--- src/rtl/core/swm_pkg.sv ---
// swm_pkg: shared constants, state encoding and control/status structs for
// the sliding window median block.
// No dependencies.
package swm_pkg;

   localparam int unsigned SampleWidth      = 32;
   localparam int unsigned ResultWidth      = 33;
   localparam int unsigned CfgWidth         = 7;
   localparam int unsigned WindowMaxDefault = 64;

   localparam logic [CfgWidth-1:0] WindowSizeReset = 7'd3;

   typedef enum logic [2:0] {
      StIdle,
      StCheck,
      StInit,
      StSweep,
      StDrain,
      StEval,
      StDone
   } swm_state_type;

   typedef struct packed {
      logic accept;
      logic sweep_init;
      logic issue;
      logic eval;
      logic load_out;
   } swm_cmd_type;

   typedef struct packed {
      logic full;
      logic last_issue;
      logic both_found;
      logic out_free;
   } swm_status_type;

endpackage

--- src/rtl/core/swm_ram.sv ---
// swm_ram: generic single write port RAM with one registered read port.
// Depends on nothing.
module swm_ram #(
   parameter int unsigned WIDTH = 32,
   parameter int unsigned DEPTH = 64
) (
   input  logic                     clock,
   input  logic                     wr_en,
   input  logic [$clog2(DEPTH)-1:0] wr_addr,
   input  logic [WIDTH-1:0]         wr_data,
   input  logic [$clog2(DEPTH)-1:0] rd_addr,
   output logic [WIDTH-1:0]         rd_data
);

   logic [WIDTH-1:0] mem_ff [DEPTH];
   logic [WIDTH-1:0] rd_data_ff;

   always_ff @(posedge clock) begin
      if (wr_en) begin
         mem_ff[wr_addr] <= wr_data;
      end
      rd_data_ff <= mem_ff[rd_addr];
   end

   assign rd_data = rd_data_ff;

endmodule

--- src/rtl/core/swm_controller.sv ---
// swm_controller: sequencer for the median search (per candidate: count sweep,
// then rank check). Depends on swm_pkg.
module swm_controller (
   input  logic                    clock,
   input  logic                    reset,
   input  logic                    req_valid,
   output logic                    req_ready,
   input  swm_pkg::swm_status_type status,
   output swm_pkg::swm_cmd_type    cmd
);

   import swm_pkg::*;

   swm_state_type state_ff;
   swm_state_type state_in;

   always_ff @(posedge clock) begin
      if (reset) begin
         state_ff <= StIdle;
      end else begin
         state_ff <= state_in;
      end
   end

   always_comb begin
      state_in = state_ff;
      unique case (state_ff)
         StIdle: begin
            if (req_valid) begin
               state_in = StCheck;
            end
         end
         StCheck: begin
            state_in = status.full ? StInit : StIdle;
         end
         StInit: begin
            state_in = status.both_found ? StDone : StSweep;
         end
         StSweep: begin
            if (status.last_issue) begin
               state_in = StDrain;
            end
         end
         StDrain: begin
            state_in = StEval;
         end
         StEval: begin
            state_in = StInit;
         end
         StDone: begin
            if (status.out_free) begin
               state_in = StIdle;
            end
         end
         default: begin
            state_in = StIdle;
         end
      endcase
   end

   always_comb begin
      req_ready      = (state_ff == StIdle);
      cmd.accept     = (state_ff == StIdle) && req_valid;
      cmd.sweep_init = (state_ff == StInit);
      cmd.issue      = (state_ff == StSweep);
      cmd.eval       = (state_ff == StEval);
      cmd.load_out   = (state_ff == StDone) && status.out_free;
   end

endmodule

--- src/rtl/core/swm_datapath.sv ---
// swm_datapath: sample ring (two RAM copies), rank counters, median selection
// and output register. Depends on swm_pkg and swm_ram.
module swm_datapath #(
   parameter int unsigned WINDOW_MAX = swm_pkg::WindowMaxDefault
) (
   input  logic                                  clock,
   input  logic                                  reset,
   input  swm_pkg::swm_cmd_type                  cmd,
   output swm_pkg::swm_status_type               status,
   input  logic signed [swm_pkg::SampleWidth-1:0] req_sample,
   input  logic                                  req_first_of_sequence,
   input  logic                                  csr_wr_en,
   input  logic [swm_pkg::CfgWidth-1:0]          csr_wr_data,
   output logic                                  rsp_valid,
   input  logic                                  rsp_ready,
   output logic signed [swm_pkg::ResultWidth-1:0] rsp_median_x2
);

   import swm_pkg::*;

   localparam int unsigned AW = $clog2(WINDOW_MAX);
   localparam int unsigned CW = $clog2(WINDOW_MAX + 1);
   localparam logic [AW-1:0] LastAddr = AW'(WINDOW_MAX - 1);
   localparam logic [CW-1:0] WinMax   = CW'(WINDOW_MAX);

   function automatic logic [AW-1:0] ptr_inc(input logic [AW-1:0] p);
      return (p == LastAddr) ? '0 : p + AW'(1);
   endfunction

   function automatic logic [AW-1:0] ptr_dec(input logic [AW-1:0] p);
      return (p == '0) ? LastAddr : p - AW'(1);
   endfunction

   logic [CfgWidth-1:0]   ws_ff,       ws_in;
   logic [AW-1:0]         wp_ff,       wp_in;
   logic [CW-1:0]         fill_ff,     fill_in;
   logic [AW-1:0]         head_ff,     head_in;
   logic [AW-1:0]         cand_ptr_ff, cand_ptr_in;
   logic [CW-1:0]         cand_idx_ff, cand_idx_in;
   logic [AW-1:0]         cmp_ptr_ff,  cmp_ptr_in;
   logic [CW-1:0]         cmp_cnt_ff,  cmp_cnt_in;
   logic                  pipe_v_ff,   pipe_v_in;
   logic [CW-1:0]         less_ff,     less_in;
   logic [CW-1:0]         eq_ff,       eq_in;
   logic                  found_lo_ff, found_lo_in;
   logic                  found_hi_ff, found_hi_in;
   logic [SampleWidth-1:0] lo_val_ff,  lo_val_in;
   logic [SampleWidth-1:0] hi_val_ff,  hi_val_in;
   logic                  out_valid_ff, out_valid_in;
   logic [ResultWidth-1:0] out_val_ff, out_val_in;

   logic [AW-1:0]          wr_addr;
   logic [CW-1:0]          fill_base;
   logic [CW-1:0]          weff;
   logic [CW-1:0]          rank_lo;
   logic [CW-1:0]          rank_hi;
   logic [CW:0]            upper;
   logic                   hit_lo;
   logic                   hit_hi;
   logic [SampleWidth-1:0] rd_cand;
   logic [SampleWidth-1:0] rd_cmp;

   swm_ram #(
      .WIDTH (SampleWidth),
      .DEPTH (WINDOW_MAX)
   ) u_ram_cand (
      .clock   (clock),
      .wr_en   (cmd.accept),
      .wr_addr (wr_addr),
      .wr_data (req_sample),
      .rd_addr (cand_ptr_ff),
      .rd_data (rd_cand)
   );

   swm_ram #(
      .WIDTH (SampleWidth),
      .DEPTH (WINDOW_MAX)
   ) u_ram_cmp (
      .clock   (clock),
      .wr_en   (cmd.accept),
      .wr_addr (wr_addr),
      .wr_data (req_sample),
      .rd_addr (cmp_ptr_ff),
      .rd_data (rd_cmp)
   );

   // effective window: zero acts as one, saturates at WINDOW_MAX
   always_comb begin
      if (ws_ff == '0) begin
         weff = CW'(1);
      end else if (32'(ws_ff) > 32'(WINDOW_MAX)) begin
         weff = WinMax;
      end else begin
         weff = CW'(ws_ff);
      end
      rank_lo = (weff - CW'(1)) >> 1;
      rank_hi = weff >> 1;
   end

   always_comb begin
      wr_addr   = req_first_of_sequence ? '0 : wp_ff;
      fill_base = req_first_of_sequence ? '0 : fill_ff;
      upper     = {1'b0, less_ff} + {1'b0, eq_ff};
      hit_lo    = (less_ff <= rank_lo) && ({1'b0, rank_lo} < upper);
      hit_hi    = (less_ff <= rank_hi) && ({1'b0, rank_hi} < upper);
   end

   always_comb begin
      ws_in        = csr_wr_en ? csr_wr_data : ws_ff;
      wp_in        = wp_ff;
      fill_in      = fill_ff;
      head_in      = head_ff;
      cand_ptr_in  = cand_ptr_ff;
      cand_idx_in  = cand_idx_ff;
      found_lo_in  = found_lo_ff;
      found_hi_in  = found_hi_ff;
      lo_val_in    = lo_val_ff;
      hi_val_in    = hi_val_ff;
      if (cmd.accept) begin
         wp_in       = ptr_inc(wr_addr);
         fill_in     = (fill_base == WinMax) ? fill_base : fill_base + CW'(1);
         head_in     = wr_addr;
         cand_ptr_in = wr_addr;
         cand_idx_in = '0;
         found_lo_in = 1'b0;
         found_hi_in = 1'b0;
      end else if (cmd.eval) begin
         cand_ptr_in = ptr_dec(cand_ptr_ff);
         cand_idx_in = cand_idx_ff + CW'(1);
         if (hit_lo) begin
            found_lo_in = 1'b1;
            lo_val_in   = rd_cand;
         end
         if (hit_hi) begin
            found_hi_in = 1'b1;
            hi_val_in   = rd_cand;
         end
      end
   end

   always_comb begin
      cmp_ptr_in = cmp_ptr_ff;
      cmp_cnt_in = cmp_cnt_ff;
      less_in    = less_ff;
      eq_in      = eq_ff;
      pipe_v_in  = cmd.issue;
      if (cmd.sweep_init) begin
         cmp_ptr_in = head_ff;
         cmp_cnt_in = '0;
      end else if (cmd.issue) begin
         cmp_ptr_in = ptr_dec(cmp_ptr_ff);
         cmp_cnt_in = cmp_cnt_ff + CW'(1);
      end
      if (cmd.sweep_init) begin
         less_in = '0;
         eq_in   = '0;
      end else if (pipe_v_ff) begin
         less_in = less_ff + CW'($signed(rd_cmp) < $signed(rd_cand));
         eq_in   = eq_ff + CW'(rd_cmp == rd_cand);
      end
   end

   always_comb begin
      out_valid_in = out_valid_ff;
      out_val_in   = out_val_ff;
      if (cmd.load_out) begin
         out_valid_in = 1'b1;
         out_val_in   = {lo_val_ff[SampleWidth-1], lo_val_ff}
                      + {hi_val_ff[SampleWidth-1], hi_val_ff};
      end else if (rsp_ready) begin
         out_valid_in = 1'b0;
      end
   end

   always_ff @(posedge clock) begin
      if (reset) begin
         ws_ff        <= WindowSizeReset;
         wp_ff        <= '0;
         fill_ff      <= '0;
         pipe_v_ff    <= 1'b0;
         found_lo_ff  <= 1'b0;
         found_hi_ff  <= 1'b0;
         out_valid_ff <= 1'b0;
      end else begin
         ws_ff        <= ws_in;
         wp_ff        <= wp_in;
         fill_ff      <= fill_in;
         pipe_v_ff    <= pipe_v_in;
         found_lo_ff  <= found_lo_in;
         found_hi_ff  <= found_hi_in;
         out_valid_ff <= out_valid_in;
      end
   end

   always_ff @(posedge clock) begin
      head_ff     <= head_in;
      cand_ptr_ff <= cand_ptr_in;
      cand_idx_ff <= cand_idx_in;
      cmp_ptr_ff  <= cmp_ptr_in;
      cmp_cnt_ff  <= cmp_cnt_in;
      less_ff     <= less_in;
      eq_ff       <= eq_in;
      lo_val_ff   <= lo_val_in;
      hi_val_ff   <= hi_val_in;
      out_val_ff  <= out_val_in;
   end

   always_comb begin
      status.full       = (fill_ff >= weff);
      status.last_issue = (cmp_cnt_ff == weff - CW'(1));
      status.both_found = found_lo_ff && found_hi_ff;
      status.out_free   = !out_valid_ff || rsp_ready;
   end

   assign rsp_valid     = out_valid_ff;
   assign rsp_median_x2 = out_val_ff;

`ifndef SYNTH
   a_issue_in_window: assert property (@(posedge clock) disable iff (reset)
      cmd.issue |-> (cmp_cnt_ff < weff))
      else $error("compare sweep ran past the window");

   a_cand_in_window: assert property (@(posedge clock) disable iff (reset)
      cmd.eval |-> (cand_idx_ff < weff))
      else $error("median not found within the window candidates");

   a_load_found: assert property (@(posedge clock) disable iff (reset)
      cmd.load_out |-> (found_lo_ff && found_hi_ff))
      else $error("result loaded before both middle ranks were found");

   a_fill_bound: assert property (@(posedge clock) disable iff (reset)
      (fill_ff <= WinMax) && (wp_ff <= LastAddr))
      else $error("fill count or write pointer out of range");
`endif

endmodule

--- src/rtl/core/sliding_window_median.sv ---
// Sliding window median: twice the median of the last W samples per request.
// A request that finds the window not yet full gives no result; otherwise the
// result goes to the output register after k = 1..W rank checks, each with a
// count sweep of one ring read per cycle. One request at a time.
// Reset (synchronous) clears control state and the window; ring RAM is not
// cleared, and no clearing pass is run.
module sliding_window_median #(
   parameter int unsigned WINDOW_MAX = swm_pkg::WindowMaxDefault
) (
   input  logic                                   clock,
   input  logic                                   reset,
   input  logic                                   req_valid,
   output logic                                   req_ready,
   input  logic signed [swm_pkg::SampleWidth-1:0] req_sample,
   input  logic                                   req_first_of_sequence,
   output logic                                   rsp_valid,
   input  logic                                   rsp_ready,
   output logic signed [swm_pkg::ResultWidth-1:0] rsp_median_x2,
   input  logic                                   csr_wr_en,
   input  logic [swm_pkg::CfgWidth-1:0]           csr_wr_data
);

   import swm_pkg::*;

   swm_cmd_type    cmd;
   swm_status_type status;

   swm_controller u_controller (
      .clock     (clock),
      .reset     (reset),
      .req_valid (req_valid),
      .req_ready (req_ready),
      .status    (status),
      .cmd       (cmd)
   );

   swm_datapath #(
      .WINDOW_MAX (WINDOW_MAX)
   ) u_datapath (
      .clock                 (clock),
      .reset                 (reset),
      .cmd                   (cmd),
      .status                (status),
      .req_sample            (req_sample),
      .req_first_of_sequence (req_first_of_sequence),
      .csr_wr_en             (csr_wr_en),
      .csr_wr_data           (csr_wr_data),
      .rsp_valid             (rsp_valid),
      .rsp_ready             (rsp_ready),
      .rsp_median_x2         (rsp_median_x2)
   );

endmodule
--- config.mk ---
export PLATFORM = sky130hd
export DESIGN_NAME = sliding_window_median
export DESIGN_NICKNAME = d
export VERILOG_FILES = /design/src/rtl/core/swm_pkg.sv /design/src/rtl/core/swm_ram.sv /design/src/rtl/core/swm_controller.sv /design/src/rtl/core/swm_datapath.sv /design/src/rtl/core/sliding_window_median.sv
export SDC_FILE = /design/constraint.sdc
export NUM_CORES = 2
export LEC_CHECK = 0
export BUFFER_PORTS_ARGS = -buffer_cell sky130_fd_sc_hd__buf_2
export CAP_MARGIN = 10
export CORE_MARGIN = 4
export CORE_UTILIZATION = 45
export DETAILED_ROUTE_END_ITERATION = 10
export PLACE_DENSITY_LB_ADDON = 0.1
export SYNTH_ARGS = -nofsm -noshare
export SYNTH_HDL_FRONTEND = slang
export SYNTH_SLANG_ARGS = --single-unit
--- constraint.sdc ---
create_clock -name clock -period 8.51 [get_ports clock]
set_clock_uncertainty 0.05 [all_clocks]
set_input_delay 2.553 -clock clock [delete_from_list [all_inputs] [get_ports clock]]
set_output_delay 2.553 -clock clock [all_outputs]
set_load 0.005 [all_outputs]
==> impl_metrics.csv <==
group,metric,value,unit
sta,tns,0,ns
layout,mostFrequentLayoutCell,"edfxtp_1",
yosys,async_reset_ff_share,0,%
yosys,synth-seq-cells,2275,
layout,final_nets,5315,
clock_tree,cts_resized,0,
layout,fillers,18124,
sta,finalHoldViolations,0,
layout,finalNonFillerCells,8396,
critical_path,slowest_delay,1.13,ns
power_and_ir_drop,internal_power,19.2,mW
grt,antenna_found_initial,59,
drt,drtPass1Iterations,5,
yosys,syn_area_per_cell,20.8,um^2
layout,multi_input_area,0.0360,mm^2
power_and_ir_drop,switching_share,24.1,%
sta,max_freq,0.188,GHz
power_and_ir_drop,pwr-share-clk,40.5,%
clock_tree,clock_sinks,2275,
sta,holdWs,0.418,ns
power_and_ir_drop,vdd_drop_max,186,uV
sta,relSlewSlack,17.9,%
drt,ant_nets,0,
layout,regArea,0.0672,mm^2
critical_path,critPathKind,"input pin to flop",
drt,drc,0,
sta,fin_crit_sh,62.4,%
critical_path,cp_cell_sequence,"buf_2, nand2b_1, inv_1, nand3_1, nor2_4, buf_4",
power_and_ir_drop,p_leak,36.9,nW
critical_path,arrival,5.81,ns
outcome,outcome,"finished, final reports clean",
layout,mostFrequentLayoutCells,"2163 x edfxtp_1, 1250 x mux4_2, 240 x clkbuf_16",
layout,stdcell_area,0.117,mm^2
clock_tree,clk_latency,0.89,ns
sta,rsz0062_at_grt,"no",
layout,drive_gt1_share,36.1,%
layout,area_delta_synth_final,11.8,%
yosys,synth-edff-count,2163,
place,numPortBuffers,79,
die,core.rowCount,176,
critical_path,cp.required,9.01,ns
die,chipHeight,490,um
drt,vias_per_cell,6.68,
grt,grt_pass1_vias,55227,
sta,setup_viol,0,
critical_path,crit_path_start_kind,"input pin",
critical_path,endpoint_kind,"flop",
yosys,yosys.cell_types.count,61,
die,die-area,0.240,mm^2
clock_tree,cts_tree,"built",
yosys,synth-main-ff-cell,"edfxtp_1",
power_and_ir_drop,p_seq_share,49.4,%
die,start_util,45.4,%
clock_tree,cts_setup_buffers,0,
power_and_ir_drop,pwr-share-comb,10.1,%
sta,worst_pin_slew,1.23,ns
critical_path,cp_slowest_cell,"nor2_4",
clock_tree,htree_levels,4,
critical_path,r2r_cells,5,
yosys,syn_nets,5175,
place,dpl_cell_area,0.109,mm^2
drt,dr.first_iter.drc_count,7298,
drt,wl_per_cell,37.9,um
yosys,synthCells,5016,
place,hpwl,206000,um
die,core_area,0.231,mm^2
yosys,synth_seq_area_share,64.3,%
power_and_ir_drop,power_density,217,mW/mm^2
clock_tree,cts.clk_slew.worst_paths,0.06,ns
place,gp_congestion,0.863,
power_and_ir_drop,switching_power,6.11,mW
place,dpl.cell_count,7941,
yosys,ys_warn_count,0,
run,drv_cap,0,
grt,grtUsageTotal,26.3,%
clock_tree,cts_max_path_buffers,3,
critical_path,cp_max_fo,22,
grt,grt_max_degree,108,
clock_tree,ctsHoldBuffers,0,
critical_path,reg2reg_slack,3.89,ns
power_and_ir_drop,power.total,25.3,mW
die,chipWidth,490,um
sta,min_period,5.31,ns
clock_tree,cts_made_buffers,237,
hold_path,hold_depth,0,
drt,num_vias,56116,
hold_path,hold_class,"flop to flop",
yosys,synth_area,0.105,mm^2
grt,grt.overflow.total,0,
grt,grt_pass1_wl,444000,um
clock_tree,clock_tree.root_cell,"clkbuf_16",
sta,final_max_slew_viol_count,0,
die,ios,80,
drt,routed_wl,319000,um
==> worst max-delay path, delay by kind of cell <==
kind                   cells  cell delay (ns)
buffers and inverters      3             0.92
and+or+nand+nor            3             2.26
==> cells in the mapped netlist (12+ instances only) <==
| master | instances | area share [%] |
|---|---|---|
| mux2i_1 | 116 | 1.1 |
| nand2b_1 | 14 | 0.084 |
| buf_2 | 120 | 0.57 |
| a31oi_1 | 14 | 0.084 |
| xnor2_1 | 31 | 0.26 |
| o221ai_1 | 45 | 0.38 |
| nand2_1 | 83 | 0.30 |
| ha_1 | 112 | 1.3 |
| nor2b_1 | 22 | 0.13 |
| nand3_1 | 21 | 0.10 |
| a211oi_1 | 12 | 0.086 |
| mux2_2 | 13 | 0.14 |
| buf_1 | 41 | 0.15 |
| clkbuf_1 | 169 | 0.61 |
| mux4_2 | 1250 | 27 |
| dfxtp_1 | 112 | 2.1 |
| nor2_1 | 168 | 0.60 |
| nand4_1 | 19 | 0.11 |
| o21a_1 | 12 | 0.086 |
| a21oi_1 | 123 | 0.59 |
| a21o_1 | 22 | 0.16 |
| o21ai_0 | 54 | 0.26 |
| inv_1 | 79 | 0.28 |
| buf_4 | 16 | 0.11 |
| nor3_1 | 24 | 0.11 |
| xor2_1 | 27 | 0.23 |
| edfxtp_1 | 2163 | 62 |
| o22ai_1 | 31 | 0.19 |
==> logic make-up (layout without fill, tap and decap cells) <==
logic type               after synthesis  in the layout  share of synthesized area, %
flip-flops                          2275           2275                          64.3
multiplexers                        1379           1379                          28.2
buffers and inverters                428            769                          1.75
AND/OR/NAND/NOR                      394            394                          1.73
AO/OA/AOI/OAI                        367            367                          2.22
adder cells (fa/ha/maj)              115            115                          1.39
XOR/XNOR                              58             58                         0.486
other                                  0             13                             0
==> stage by stage <==
stage	utilization, %	setup WS, ns
6_report	50.7	3.20
5_1_grt	50.7	3.19
3_3_place_gp	47.4	2.44
3_5_place_dp	47.4	2.38
4_1_cts	50.7	3.33
2_1_floorplan	-	1.63
==> registers in the layout (all words and copies together) (netlist names), 32 cells and up <==
signal                         cells
u_datapath.hi_val_ff              32
u_datapath.lo_val_ff              32
u_datapath.rsp_median_x2          33
u_datapath.u_ram_cand.mem_ff      32
u_datapath.u_ram_cand.rd_data     32
u_datapath.u_ram_cmp.mem_ff     2016
u_datapath.u_ram_cmp.rd_data      32
==> path summary, 6_finish.rpt <==
kind,start,end
setup / recovery,req_first_of_sequence,u_datapath.u_ram_cmp.mem_ff[62][8]$_DFFE_PP_
hold / removal,u_datapath.u_ram_cand.rd_data[31]$_DFF_P_,u_datapath.hi_val_ff[31]$_DFFE_PP_
setup reg to reg,u_datapath.cand_ptr_ff[0]$_DFFE_PP_,u_datapath.u_ram_cand.rd_data[12]$_DFF_P_
hold reg to reg,u_datapath.u_ram_cand.rd_data[31]$_DFF_P_,u_datapath.hi_val_ff[31]$_DFFE_PP_
==> layer usage <==
| layer | track usage [%] | part of all wire, % | vias up | routed length [um] |
|---|---|---|---|---|
| met5 | 0 | 0.021 | - | 68 |
| met4 | 5.35 | 2.2 | 10 | 7070 |
| met3 | 6.99 | 10 | 379 | 32300 |
| met2 | 40.2 | 46 | 2768 | 148000 |
| met1 | 38.5 | 41 | 30811 | 132000 |
| li1 | - | - | 22148 | - |
==> area by class of cell <==
cell class | instances | share of cell area, %
well taps | 3026 | 3.24
clock inverters | 142 | 1.11
clock buffers | 298 | 5.41
inverters | 80 | 0.262
multi-input cells | 2313 | 30.8
repair buffers | 249 | 1.68
diodes | 13 | 0.0278
flip-flops and latches | 2275 | 57.5
==> power by group through the flow <==
stage / logic, mW / clock network [mW] / registers, mW
after floorplan: 1.48 / 0 / 12.7
after global placement: 2.53 / 0 / 12.7
after detailed placement: 2.53 / 0 / 12.8
after CTS: 2.54 / 10.4 / 12.5
after global routing: 2.67 / 10.9 / 12.5
final: 2.55 / 10.3 / 12.5
Power figures use the tool's default switching activity.
